<file path="src/rtl/core/zbc_pkg.sv">
// zbc_pkg: shared constants, status codes and fixed-point helpers for the
// zero moment point balance controller. No dependencies.
package zbc_pkg;

  localparam int WORD_WIDTH = 32;
  localparam int ZMP_BITS   = (WORD_WIDTH < 32) ? WORD_WIDTH : 32;

  localparam int IN_DATA_W  = 168;
  localparam int OUT_DATA_W = 192;
  localparam int CFG_ADDR_W = 5;

  // Register indexes
  localparam logic [2:0] REG_SENSOR_HEIGHT = 3'd0;
  localparam logic [2:0] REG_EMA_ALPHA     = 3'd1;
  localparam logic [2:0] REG_ANGLE_GAIN    = 3'd2;
  localparam logic [2:0] REG_ANGLE_LIMIT   = 3'd3;
  localparam logic [2:0] REG_SHIFT_LIMIT   = 3'd4;
  localparam logic [2:0] REG_TARGET_OFFSET = 3'd5;
  localparam logic [2:0] REG_SAMPLE_LIMIT  = 3'd6;

  // Register reset values
  localparam logic [23:0] RST_SENSOR_HEIGHT = 24'd419430;
  localparam logic [15:0] RST_EMA_ALPHA     = 16'd45875;
  localparam logic [23:0] RST_ANGLE_GAIN    = 24'd468276;
  localparam logic [29:0] RST_ANGLE_LIMIT   = 30'd1123850;
  localparam logic [29:0] RST_SHIFT_LIMIT   = 30'd2147484;
  localparam logic [23:0] RST_TARGET_OFFSET = 24'd503316;
  localparam logic [15:0] RST_SAMPLE_LIMIT  = 16'd500;

  // Result status codes
  localparam logic [1:0] STATUS_OK   = 2'd0;
  localparam logic [1:0] STATUS_SKIP = 2'd1;
  localparam logic [1:0] STATUS_DONE = 2'd2;

  localparam logic [32:0] SHIFT_DIVISOR = 33'd100;
  localparam logic [63:0] SHIFT_HALF    = 64'd50;

  localparam logic signed [65:0] ZMP_MAX = 66'sd2 ** (ZMP_BITS - 1) - 66'sd1;
  localparam logic signed [65:0] ZMP_MIN = -ZMP_MAX - 66'sd1;

  // Magnitude of a signed 64-bit value
  function automatic logic [63:0] abs64(input logic signed [63:0] x);
    return x[63] ? 64'(-x) : 64'(x);
  endfunction

  // Saturate to the zmp word
  function automatic logic signed [31:0] sat66(input logic signed [65:0] v);
    logic signed [65:0] r;
    r = v;
    if (v > ZMP_MAX) r = ZMP_MAX;
    if (v < ZMP_MIN) r = ZMP_MIN;
    return r[31:0];
  endfunction

  // Saturate a truncated quotient magnitude with its sign
  function automatic logic signed [31:0] qsat(input logic [63:0] q, input logic neg);
    logic signed [65:0] v;
    v = neg ? -$signed({2'b00, q}) : $signed({2'b00, q});
    return sat66(v);
  endfunction

  // Divide by 2^s, round half away from zero
  function automatic logic signed [63:0] shr_round(input logic signed [63:0] x,
                                                   input int s);
    logic [63:0] mag;
    logic [63:0] r;
    mag = abs64(x);
    r   = (mag + (64'd1 << (s - 1))) >> s;
    return x[63] ? -$signed(r) : $signed(r);
  endfunction

  // Symmetric clamp to +/- lim
  function automatic logic signed [31:0] clamp_sym(input logic signed [63:0] v,
                                                   input logic [29:0] lim);
    logic signed [63:0] l;
    logic signed [63:0] r;
    l = $signed({34'd0, lim});
    r = v;
    if (v >= l) r = l;
    else if (v <= -l) r = -l;
    return r[31:0];
  endfunction

endpackage

</file>
<file path="src/rtl/core/zmp_balance_controller_top.sv">
// zmp_balance_controller_top: zero moment point estimate, smoothing and
// clamped balance steps. Depends on zbc_pkg.
//
// Usage: one force/torque request enters on the in_ stream (tdata from bit 0:
// force_x, force_y, force_z, torque_y, torque_z, leg_negative). One result
// leaves on the out_ stream per request (tuser = status, tdata from bit 0:
// angle_step, shift_step, zmp_lateral, zmp_forward, target_lateral,
// target_forward). Registers sit on the APB-style cfg_ port at 4*index.
// A skipped or done request goes from accept to the ST_OUT state, and its result
// is loaded into the output register once that register is free. A control
// request runs in sequence on one shared shift-add multiplier, one restoring
// divider and a 2-bit-per-cycle square root; the first sample that fixes the
// target also runs the norm products, the square root and, unless the norm is
// zero, two target divisions.
// One request is in work at a time; in_tready is high while the sequencer
// is idle, and a result waiting in the output register does not block it.
// If the receiver stalls, the finished result of the next request waits in
// the sequencer until the output register is free.
// Reset (synchronous, rst_n low) clears the filter, the target, the sample
// count and the output register and restores register defaults.
module zmp_balance_controller_top (
  input  logic                          clk,
  input  logic                          rst_n,
  input  logic                          in_tvalid,
  output logic                          in_tready,
  // force_x, force_y, force_z, torque_y, torque_z, leg_negative, zero pad
  input  logic [zbc_pkg::IN_DATA_W-1:0] in_tdata,
  output logic                          out_tvalid,
  input  logic                          out_tready,
  // angle_step, shift_step, zmp_lateral, zmp_forward, target_lateral,
  // target_forward
  output logic [zbc_pkg::OUT_DATA_W-1:0] out_tdata,
  // status
  output logic [1:0]                    out_tuser,
  input  logic                          cfg_psel,
  input  logic                          cfg_penable,
  input  logic                          cfg_pwrite,
  input  logic [zbc_pkg::CFG_ADDR_W-1:0] cfg_paddr,
  input  logic [31:0]                   cfg_pwdata,
  output logic [31:0]                   cfg_prdata,
  output logic                          cfg_pready
);

  // Sequencer states
  localparam logic [4:0] ST_IDLE = 5'd0;
  localparam logic [4:0] ST_RUN  = 5'd1;
  localparam logic [4:0] ST_OUT  = 5'd2;
  localparam logic [4:0] ST_P0   = 5'd3;
  localparam logic [4:0] ST_P1   = 5'd4;
  localparam logic [4:0] ST_P2   = 5'd5;
  localparam logic [4:0] ST_P3   = 5'd6;
  localparam logic [4:0] ST_P4   = 5'd7;
  localparam logic [4:0] ST_P5   = 5'd8;
  localparam logic [4:0] ST_P6   = 5'd9;
  localparam logic [4:0] ST_P7   = 5'd10;
  localparam logic [4:0] ST_P8   = 5'd11;
  localparam logic [4:0] ST_P9   = 5'd12;
  localparam logic [4:0] ST_P10  = 5'd13;
  localparam logic [4:0] ST_P11  = 5'd14;
  localparam logic [4:0] ST_P12  = 5'd15;
  localparam logic [4:0] ST_P13  = 5'd16;
  localparam logic [4:0] ST_P14  = 5'd17;
  localparam logic [4:0] ST_P15  = 5'd18;
  localparam logic [4:0] ST_P16  = 5'd19;
  localparam logic [4:0] ST_P17  = 5'd20;
  localparam logic [4:0] ST_P18  = 5'd21;

  // Arithmetic unit select
  localparam logic [1:0] U_MUL  = 2'd0;
  localparam logic [1:0] U_DIV  = 2'd1;
  localparam logic [1:0] U_SQRT = 2'd2;

  localparam logic [5:0] MUL_CYC  = 6'd31;
  localparam logic [5:0] DIV_CYC  = 6'd63;
  localparam logic [5:0] SQRT_CYC = 6'd31;

  // Configuration registers
  logic [23:0] sensor_height_r;
  logic [15:0] ema_alpha_r;
  logic [23:0] angle_gain_r;
  logic [29:0] angle_limit_r;
  logic [29:0] shift_limit_r;
  logic [23:0] target_offset_r;
  logic [15:0] sample_limit_r;

  // Request and state registers
  logic [4:0]         st_r, ret_r;
  logic signed [31:0] fx_r, fy_r, fz_r, ty_r, tz_r;
  logic               leg_r, neg_r;
  logic signed [31:0] raw_fwd_r, raw_lat_r;
  logic signed [31:0] filt_lat_r, filt_fwd_r, goal_lat_r, goal_fwd_r;
  logic               goal_fixed_r;
  logic [15:0]        seen_r;
  logic signed [31:0] angle_r, shift_r;
  logic [1:0]         status_r;

  // Serial arithmetic registers
  logic [1:0]         unit_r;
  logic [5:0]         cnt_r;
  logic signed [63:0] mc_r, prod_r;
  logic [31:0]        mb_r;
  logic [63:0]        dd_r;
  logic [32:0]        dv_r, rem_r;
  logic [63:0]        sq_r;
  logic [33:0]        srem_r;
  logic [31:0]        root_r;

  // Output register
  logic                        out_tvalid_r;
  logic [zbc_pkg::OUT_DATA_W-1:0] out_tdata_r;
  logic [1:0]                  out_tuser_r;

  logic cfg_wr;
  logic in_acc;

  // Launch request for the arithmetic unit
  logic               l_go, l_clr;
  logic [1:0]         l_unit;
  logic [4:0]         l_ret;
  logic signed [63:0] l_a;
  logic [63:0]        l_b;

  // Datapath helpers
  logic signed [63:0] fx_ext, ty_sh, tz_sh, num_fwd, num_lat;
  logic signed [63:0] flat_ext, ffwd_ext, err_lat, err_fwd, shift_x, angle_p;
  logic [33:0]        div_t, div_v;
  logic [35:0]        sqrt_t, sqrt_v;

  assign cfg_pready = 1'b1;
  assign cfg_wr     = cfg_psel & cfg_penable & cfg_pwrite & cfg_pready;
  assign in_tready  = (st_r == ST_IDLE);
  assign in_acc     = in_tvalid & in_tready;
  assign out_tvalid = out_tvalid_r;
  assign out_tdata  = out_tdata_r;
  assign out_tuser  = out_tuser_r;

  // Register read-back
  always_comb begin
    case (cfg_paddr[4:2])
      zbc_pkg::REG_SENSOR_HEIGHT: cfg_prdata = {8'd0, sensor_height_r};
      zbc_pkg::REG_EMA_ALPHA:     cfg_prdata = {16'd0, ema_alpha_r};
      zbc_pkg::REG_ANGLE_GAIN:    cfg_prdata = {8'd0, angle_gain_r};
      zbc_pkg::REG_ANGLE_LIMIT:   cfg_prdata = {2'd0, angle_limit_r};
      zbc_pkg::REG_SHIFT_LIMIT:   cfg_prdata = {2'd0, shift_limit_r};
      zbc_pkg::REG_TARGET_OFFSET: cfg_prdata = {8'd0, target_offset_r};
      zbc_pkg::REG_SAMPLE_LIMIT:  cfg_prdata = {16'd0, sample_limit_r};
      default:                    cfg_prdata = 32'd0;
    endcase
  end

  // Derived operands
  assign fx_ext   = 64'(fx_r);
  assign ty_sh    = $signed({{8{ty_r[31]}}, ty_r, 24'd0});
  assign tz_sh    = $signed({{8{tz_r[31]}}, tz_r, 24'd0});
  assign num_fwd  = ty_sh + prod_r;
  assign num_lat  = prod_r - tz_sh;
  assign flat_ext = 64'(filt_lat_r);
  assign ffwd_ext = 64'(filt_fwd_r);
  assign err_lat  = 64'(goal_lat_r) - flat_ext;
  assign err_fwd  = 64'(goal_fwd_r) - ffwd_ext;
  assign shift_x  = -(err_fwd <<< 6);
  assign angle_p  = leg_r ? prod_r : -prod_r;

  // Digit step terms
  assign div_t  = {rem_r, dd_r[63]};
  assign div_v  = {1'b0, dv_r};
  assign sqrt_t = {srem_r, sq_r[63:62]};
  assign sqrt_v = {2'b00, root_r, 2'b01};

  // Operation launched by each sequencer step
  always_comb begin
    l_go   = 1'b0;
    l_clr  = 1'b1;
    l_unit = U_MUL;
    l_ret  = ST_IDLE;
    l_a    = '0;
    l_b    = '0;
    case (st_r)
      ST_P0: begin
        l_go = 1'b1; l_ret = ST_P1;
        l_a = 64'(fz_r); l_b = {40'd0, sensor_height_r};
      end
      ST_P1: begin
        l_go = 1'b1; l_ret = ST_P2; l_unit = U_DIV;
        l_a = $signed(zbc_pkg::abs64(num_fwd)); l_b = zbc_pkg::abs64(fx_ext);
      end
      ST_P2: begin
        l_go = 1'b1; l_ret = ST_P3;
        l_a = 64'(fy_r); l_b = {40'd0, sensor_height_r};
      end
      ST_P3: begin
        l_go = 1'b1; l_ret = ST_P4; l_unit = U_DIV;
        l_a = $signed(zbc_pkg::abs64(num_lat)); l_b = zbc_pkg::abs64(fx_ext);
      end
      ST_P4: begin
        l_go = 1'b1; l_ret = ST_P5;
        l_a = 64'(zbc_pkg::qsat(dd_r, neg_r)); l_b = {48'd0, ema_alpha_r};
      end
      ST_P5: begin
        l_go = 1'b1; l_ret = ST_P6; l_clr = 1'b0;
        l_a = flat_ext; l_b = 64'(17'h10000 - {1'b0, ema_alpha_r});
      end
      ST_P6: begin
        l_go = 1'b1; l_ret = ST_P7;
        l_a = 64'(raw_fwd_r); l_b = {48'd0, ema_alpha_r};
      end
      ST_P7: begin
        l_go = 1'b1; l_ret = ST_P8; l_clr = 1'b0;
        l_a = ffwd_ext; l_b = 64'(17'h10000 - {1'b0, ema_alpha_r});
      end
      ST_P8: begin
        l_go = ~goal_fixed_r; l_ret = ST_P9;
        l_a = $signed(zbc_pkg::abs64(flat_ext)); l_b = zbc_pkg::abs64(flat_ext);
      end
      ST_P9: begin
        l_go = 1'b1; l_ret = ST_P10; l_clr = 1'b0;
        l_a = $signed(zbc_pkg::abs64(ffwd_ext)); l_b = zbc_pkg::abs64(ffwd_ext);
      end
      ST_P10: begin
        l_go = 1'b1; l_ret = ST_P11; l_unit = U_SQRT;
        l_a = prod_r;
      end
      ST_P11: begin
        l_go = (root_r != 32'd0); l_ret = ST_P12;
        l_a = flat_ext; l_b = {40'd0, target_offset_r};
      end
      ST_P12: begin
        l_go = 1'b1; l_ret = ST_P13; l_unit = U_DIV;
        l_a = $signed(zbc_pkg::abs64(prod_r)); l_b = {32'd0, root_r};
      end
      ST_P13: begin
        l_go = 1'b1; l_ret = ST_P14;
        l_a = ffwd_ext; l_b = {40'd0, target_offset_r};
      end
      ST_P14: begin
        l_go = 1'b1; l_ret = ST_P15; l_unit = U_DIV;
        l_a = $signed(zbc_pkg::abs64(prod_r)); l_b = {32'd0, root_r};
      end
      ST_P16: begin
        l_go = 1'b1; l_ret = ST_P17;
        l_a = err_lat; l_b = {40'd0, angle_gain_r};
      end
      ST_P17: begin
        l_go = 1'b1; l_ret = ST_P18; l_unit = U_DIV;
        l_a = $signed(zbc_pkg::abs64(shift_x) + zbc_pkg::SHIFT_HALF);
        l_b = {31'd0, zbc_pkg::SHIFT_DIVISOR};
      end
      default: l_go = 1'b0;
    endcase
  end

  // Sequencer, serial units and output register
  always_ff @(posedge clk) begin
    if (!rst_n) begin
      sensor_height_r <= zbc_pkg::RST_SENSOR_HEIGHT;
      ema_alpha_r     <= zbc_pkg::RST_EMA_ALPHA;
      angle_gain_r    <= zbc_pkg::RST_ANGLE_GAIN;
      angle_limit_r   <= zbc_pkg::RST_ANGLE_LIMIT;
      shift_limit_r   <= zbc_pkg::RST_SHIFT_LIMIT;
      target_offset_r <= zbc_pkg::RST_TARGET_OFFSET;
      sample_limit_r  <= zbc_pkg::RST_SAMPLE_LIMIT;
      st_r            <= ST_IDLE;
      filt_lat_r      <= '0;
      filt_fwd_r      <= '0;
      goal_lat_r      <= '0;
      goal_fwd_r      <= '0;
      goal_fixed_r    <= 1'b0;
      seen_r          <= '0;
      out_tvalid_r    <= 1'b0;
    end else begin
      // Register writes
      if (cfg_wr) begin
        case (cfg_paddr[4:2])
          zbc_pkg::REG_SENSOR_HEIGHT: sensor_height_r <= cfg_pwdata[23:0];
          zbc_pkg::REG_EMA_ALPHA:     ema_alpha_r     <= cfg_pwdata[15:0];
          zbc_pkg::REG_ANGLE_GAIN:    angle_gain_r    <= cfg_pwdata[23:0];
          zbc_pkg::REG_ANGLE_LIMIT:   angle_limit_r   <= cfg_pwdata[29:0];
          zbc_pkg::REG_SHIFT_LIMIT:   shift_limit_r   <= cfg_pwdata[29:0];
          zbc_pkg::REG_TARGET_OFFSET: target_offset_r <= cfg_pwdata[23:0];
          zbc_pkg::REG_SAMPLE_LIMIT:  sample_limit_r  <= cfg_pwdata[15:0];
          default: ;
        endcase
      end

      // Output drain, unless a new result is loaded in the same cycle
      if (out_tvalid_r && out_tready && st_r != ST_OUT) out_tvalid_r <= 1'b0;

      // Launch a serial operation
      if (l_go) begin
        st_r   <= ST_RUN;
        ret_r  <= l_ret;
        unit_r <= l_unit;
        case (l_unit)
          U_MUL: begin
            cnt_r <= MUL_CYC;
            mc_r  <= l_a;
            mb_r  <= l_b[31:0];
            if (l_clr) prod_r <= '0;
          end
          U_DIV: begin
            cnt_r <= DIV_CYC;
            dd_r  <= l_a;
            dv_r  <= l_b[32:0];
            rem_r <= '0;
          end
          default: begin
            cnt_r  <= SQRT_CYC;
            sq_r   <= l_a;
            srem_r <= '0;
            root_r <= '0;
          end
        endcase
      end

      case (st_r)
        ST_IDLE: begin
          if (in_acc) begin
            fx_r    <= in_tdata[31:0];
            fy_r    <= in_tdata[63:32];
            fz_r    <= in_tdata[95:64];
            ty_r    <= in_tdata[127:96];
            tz_r    <= in_tdata[159:128];
            leg_r   <= in_tdata[160];
            angle_r <= '0;
            shift_r <= '0;
            if (seen_r >= sample_limit_r) begin
              status_r <= zbc_pkg::STATUS_DONE;
              st_r     <= ST_OUT;
            end else if (in_tdata[31:0] == 32'd0) begin
              status_r <= zbc_pkg::STATUS_SKIP;
              st_r     <= ST_OUT;
            end else begin
              status_r <= zbc_pkg::STATUS_OK;
              st_r     <= ST_P0;
            end
          end
        end
        // One digit per cycle on the selected unit
        ST_RUN: begin
          case (unit_r)
            U_MUL: begin
              if (mb_r[0]) prod_r <= prod_r + mc_r;
              mc_r <= mc_r <<< 1;
              mb_r <= mb_r >> 1;
            end
            U_DIV: begin
              if (div_t >= div_v) begin
                rem_r <= 33'(div_t - div_v);
                dd_r  <= {dd_r[62:0], 1'b1};
              end else begin
                rem_r <= div_t[32:0];
                dd_r  <= {dd_r[62:0], 1'b0};
              end
            end
            default: begin
              if (sqrt_t >= sqrt_v) begin
                srem_r <= 34'(sqrt_t - sqrt_v);
                root_r <= {root_r[30:0], 1'b1};
              end else begin
                srem_r <= sqrt_t[33:0];
                root_r <= {root_r[30:0], 1'b0};
              end
              sq_r <= sq_r << 2;
            end
          endcase
          if (cnt_r == 6'd0) st_r <= ret_r;
          else cnt_r <= cnt_r - 6'd1;
        end
        // Result waits for a free output register
        ST_OUT: begin
          if (!out_tvalid_r || out_tready) begin
            out_tvalid_r <= 1'b1;
            out_tuser_r  <= status_r;
            out_tdata_r  <= {goal_fwd_r, goal_lat_r, filt_fwd_r, filt_lat_r,
                             shift_r, angle_r};
            st_r         <= ST_IDLE;
          end
        end
        ST_P1: neg_r <= num_fwd[63] ^ fx_r[31];
        ST_P2: raw_fwd_r <= zbc_pkg::qsat(dd_r, neg_r);
        ST_P3: neg_r <= num_lat[63] ^ fx_r[31];
        ST_P4: raw_lat_r <= zbc_pkg::qsat(dd_r, neg_r);
        ST_P6: filt_lat_r <= zbc_pkg::sat66(66'(zbc_pkg::shr_round(prod_r, 16)));
        ST_P8: begin
          filt_fwd_r <= zbc_pkg::sat66(66'(zbc_pkg::shr_round(prod_r, 16)));
          if (goal_fixed_r) st_r <= ST_P16;
        end
        ST_P11: begin
          if (root_r == 32'd0) begin
            goal_lat_r   <= filt_lat_r;
            goal_fwd_r   <= filt_fwd_r;
            goal_fixed_r <= 1'b1;
            st_r         <= ST_P16;
          end
        end
        ST_P12: neg_r <= prod_r[63];
        ST_P13: goal_lat_r <= zbc_pkg::sat66(66'(filt_lat_r) -
                                              66'(zbc_pkg::qsat(dd_r, neg_r)));
        ST_P14: neg_r <= prod_r[63];
        ST_P15: begin
          goal_fwd_r   <= zbc_pkg::sat66(66'(filt_fwd_r) -
                                         66'(zbc_pkg::qsat(dd_r, neg_r)));
          goal_fixed_r <= 1'b1;
          st_r         <= ST_P16;
        end
        ST_P17: begin
          angle_r <= zbc_pkg::clamp_sym(zbc_pkg::shr_round(angle_p, 18), angle_limit_r);
          neg_r   <= shift_x[63];
        end
        ST_P18: begin
          shift_r <= zbc_pkg::clamp_sym(neg_r ? -$signed(dd_r) : $signed(dd_r),
                                        shift_limit_r);
          seen_r  <= seen_r + 16'd1;
          st_r    <= ST_OUT;
        end
        default: ;
      endcase
    end
  end

endmodule

</file>
<file path="config.mk">
export PLATFORM = sky130hd
export DESIGN_NAME = zmp_balance_controller_top
export DESIGN_NICKNAME = d
export VERILOG_FILES = /design/src/rtl/core/zbc_pkg.sv /design/src/rtl/core/zmp_balance_controller_top.sv
export SDC_FILE = /design/constraint.sdc
export NUM_CORES = 2
export LEC_CHECK = 0
export BUFFER_PORTS_ARGS = -buffer_cell sky130_fd_sc_hd__clkbuf_2
export CAP_MARGIN = 10
export CELL_PAD_IN_SITES_DETAIL_PLACEMENT = 1
export CELL_PAD_IN_SITES_GLOBAL_PLACEMENT = 2
export CORE_MARGIN = 2
export CORE_UTILIZATION = 36
export DETAILED_ROUTE_END_ITERATION = 6
export GPL_TIMING_DRIVEN = 0
export PLACE_DENSITY_LB_ADDON = 0.3
export SLEW_MARGIN = 20
export SYNTH_ARGS = -nofsm -noshare
export SYNTH_HDL_FRONTEND = slang
export SYNTH_SLANG_ARGS = --single-unit
</file>
<file path="constraint.sdc">
create_clock -name clk -period 11.7 [get_ports clk]
set_input_delay 1.755 -clock clk [delete_from_list [all_inputs] [get_ports clk]]
set_output_delay 1.755 -clock clk [all_outputs]
set_load 0.05 [all_outputs]
</file>
==> run metrics <==
min Tclk post-route=11.39 ns; Post-synth top flop=edfxtp_1; initial antenna violation count=56; Syn Area/Cell=8.54 um^2; Layout Skew=0.0523 ns; Post-CTS Hold Fix Bufs=0; DR vias/cell=6.44; die width=515 um; largest net degree at the start of global routing=84; failing checks=DRC; H-tree lvl count=4; Overflow after GRT=0; Setup TNS=0 ns; DPL Wire Length=454 mm; wire length of the first global-routing pass=757 mm; Chip Height=515 um; clock sinks=1202; top cells by area, synth=edfxtp_1, ha_1, dfxtp_1, xnor2_1, nand2_1; critical path class=reg2reg; Peak VDD IR=0.000257 V; port bufs=426; crit start category=register; root buffer cell=clkbuf_16; max_cap viols=0; Least-Margin Pin Slew=1.38 ns; Data arrival, critical path=11.97 ns; Num CTS Buffers=154; post-synthesis sequential area ratio=0.350; Routed WL=553 mm; proportion of layout cells with a drive suffix above 1=0.112; clock slew at the register clock pins of the worst setup and hold paths=0.06 ns; Worst setup EP type=register; die area=0.265 mm^2; cell row count=187; core footprint=0.260 mm^2; WL/cell=36.3 um; # IOs=441; Tot Pwr=24.7 mW; Detail Route Antenna Nets=0; leakage=40.7 nW; number of synthesized flops with an enable pin=887; Synth Warn #=0; worst-path fanout max=10; RePlAce Congestion=1.05; HP Class=reg2reg; Starting Density=0.362; clk_lat worst skew=0.88 ns; post-synthesis cell type count=131; R2R setup slack=0.31 ns; Async SR Flop Fraction=0; Slew headroom=0.0715; critical path's largest stage delay=0.73 ns; area grow syn2layout=15.5%; number of global-route vias before repair=95500; Req. time, crit path=12.28 ns; f_max=0.0878 GHz; WHS=0.419 ns; final net count=12500; final slew viol count=0; Final setup viols=0; CTS tree=built; P per Cell Area=228 mW/mm^2; top-area cell type share of the netlist area=0.283; status=finished with violations; Cells after Synth=11000; Yosys reg bits=1202; DR iter-0 viols=11900; final hold violation count=0; CP top delay family=buffers and inverters; Crit path buffers/inverters=18; Critical-path top delay cell=xnor2_1; DRC=7; cell mode on critical path=buf_4; final period utilization=0.973; post-synthesis cell area=0.0941 mm^2; area leader, netlist=edfxtp_1; vias=98200; Max Root-Sink Buffers=4; Filler cells=30400; Initial DRT Pass Iterations=7; gr usage total=0.402
layout make-up:
class	instances	area, um^2	area share
multi-input combinational	8703	57800	0.532
sequential	1202	32900	0.303
tap	3402	4260	0.0392
clock buffer	202	4240	0.0390
timing repair buffer	559	3870	0.0356
buffer	629	2760	0.0254
inverter	461	1730	0.0160
clock inverter	74	1010	0.00927
antenna	24	60.1	0.000553
per-layer routing:
metal	track usage	vias to the layer above	part of all wire
li1	-	42300	-
met1	0.528	50000	0.42
met2	0.613	4775	0.43
met3	0.0827	1108	0.087
met4	0.224	20	0.065
met5	0	-	0.00023
power breakdown:
| group | total, mW | internal, mW | leakage [nW] | switching [mW] |
|---|---|---|---|---|
| Sequential | 5.94 | 5.33 | 11.0 | 0.612 |
| Combinational | 13.6 | 4.27 | 27.2 | 9.37 |
| Clock | 5.15 | 2.99 | 2.56 | 2.16 |
| Total | 24.7 | 12.6 | 40.7 | 12.1 |
cell usage in the layout (no fill, tap or decap), types with 457 or more instances in the layout:
| master | n |
|---|---|
| a21oi_1 | 691 |
| clkbuf_1 | 479 |
| clkbuf_2 | 477 |
| edfxtp_1 | 887 |
| ha_1 | 555 |
| inv_1 | 457 |
| nand2_1 | 1212 |
| nor2_1 | 832 |
| o21ai_0 | 794 |
| xnor2_1 | 620 |
cell usage after synthesis, types with 174 or more instances:
master       n
dfxtp_1    315
a21oi_1    697
a31oi_1    187
nand2_1   1215
nand3_1    357
edfxtp_1   887
clkbuf_1   534
xnor2_1    633
nor3_1     394
inv_1      458
xor2_1     262
o21ai_0    820
nor2_1     846
ha_1       557
a21o_1     174
stage by stage:
stage	setup slack, ns	cells	area, um^2	utilization
detailed placement	-5.67	14900	102000	0.393
CTS	0.00560	15200	108000	0.415
finish	0.312	15300	109000	0.418
floorplan	0.0133	11000	94100	-
global placement	-14.20	14800	100000	0.387
global route	-0.0278	15200	109000	0.418
repair_timing:
item / CTS / global route
endpoints found under the hold margin: 0 / 0
pin swaps: 13 / 26
endpoints found under the setup margin: 156 / 94
cloned: 0 / 1
resized for setup: 109 / 95
setup buffers: 18 / 35
cells by family (layout without fill, tap and decap cells):
group	after synthesis	in the layout	share of synthesized area
muxes	193	193	0.0221
and+or+nand+nor	3894	3894	0.202
DFF	1202	1202	0.350
xor gates and xnor gates	901	901	0.0844
adders and majority gates	565	565	0.0758
other	2	28	0.0000798
AOI/OAI and AO/OA	3146	3146	0.219
buffers and inverters	1112	1925	0.0462
path summary, 6_finish.rpt:
path                                 endpoint  cells after the start        start
worst max-delay path              angle_r[28]                     52    prod_r[8]
worst min-delay path            out_tdata[16]                      0  angle_r[16]
worst min register to register  out_tdata[16]                      0  angle_r[16]
worst max register to register    angle_r[28]                     52    prod_r[8]
sequential cells by signal, indices dropped and copies added (netlist names), 32 cells and up:
| name | cells |
|---|---|
| angle_r | 32 |
| dd_r | 64 |
| dv_r | 33 |
| filt_fwd_r | 32 |
| filt_lat_r | 32 |
| fx_r | 32 |
| fy_r | 32 |
| fz_r | 32 |
| goal_fwd_r | 32 |
| goal_lat_r | 32 |
| mb_r | 32 |
| mc_r | 64 |
| out_tdata | 192 |
| prod_r | 64 |
| raw_fwd_r | 32 |
| rem_r | 33 |
| root_r | 32 |
| shift_r | 32 |
| sq_r | 64 |
| srem_r | 34 |
| ty_r | 32 |
| tz_r | 32 |
(Power assumes the default switching activity.)
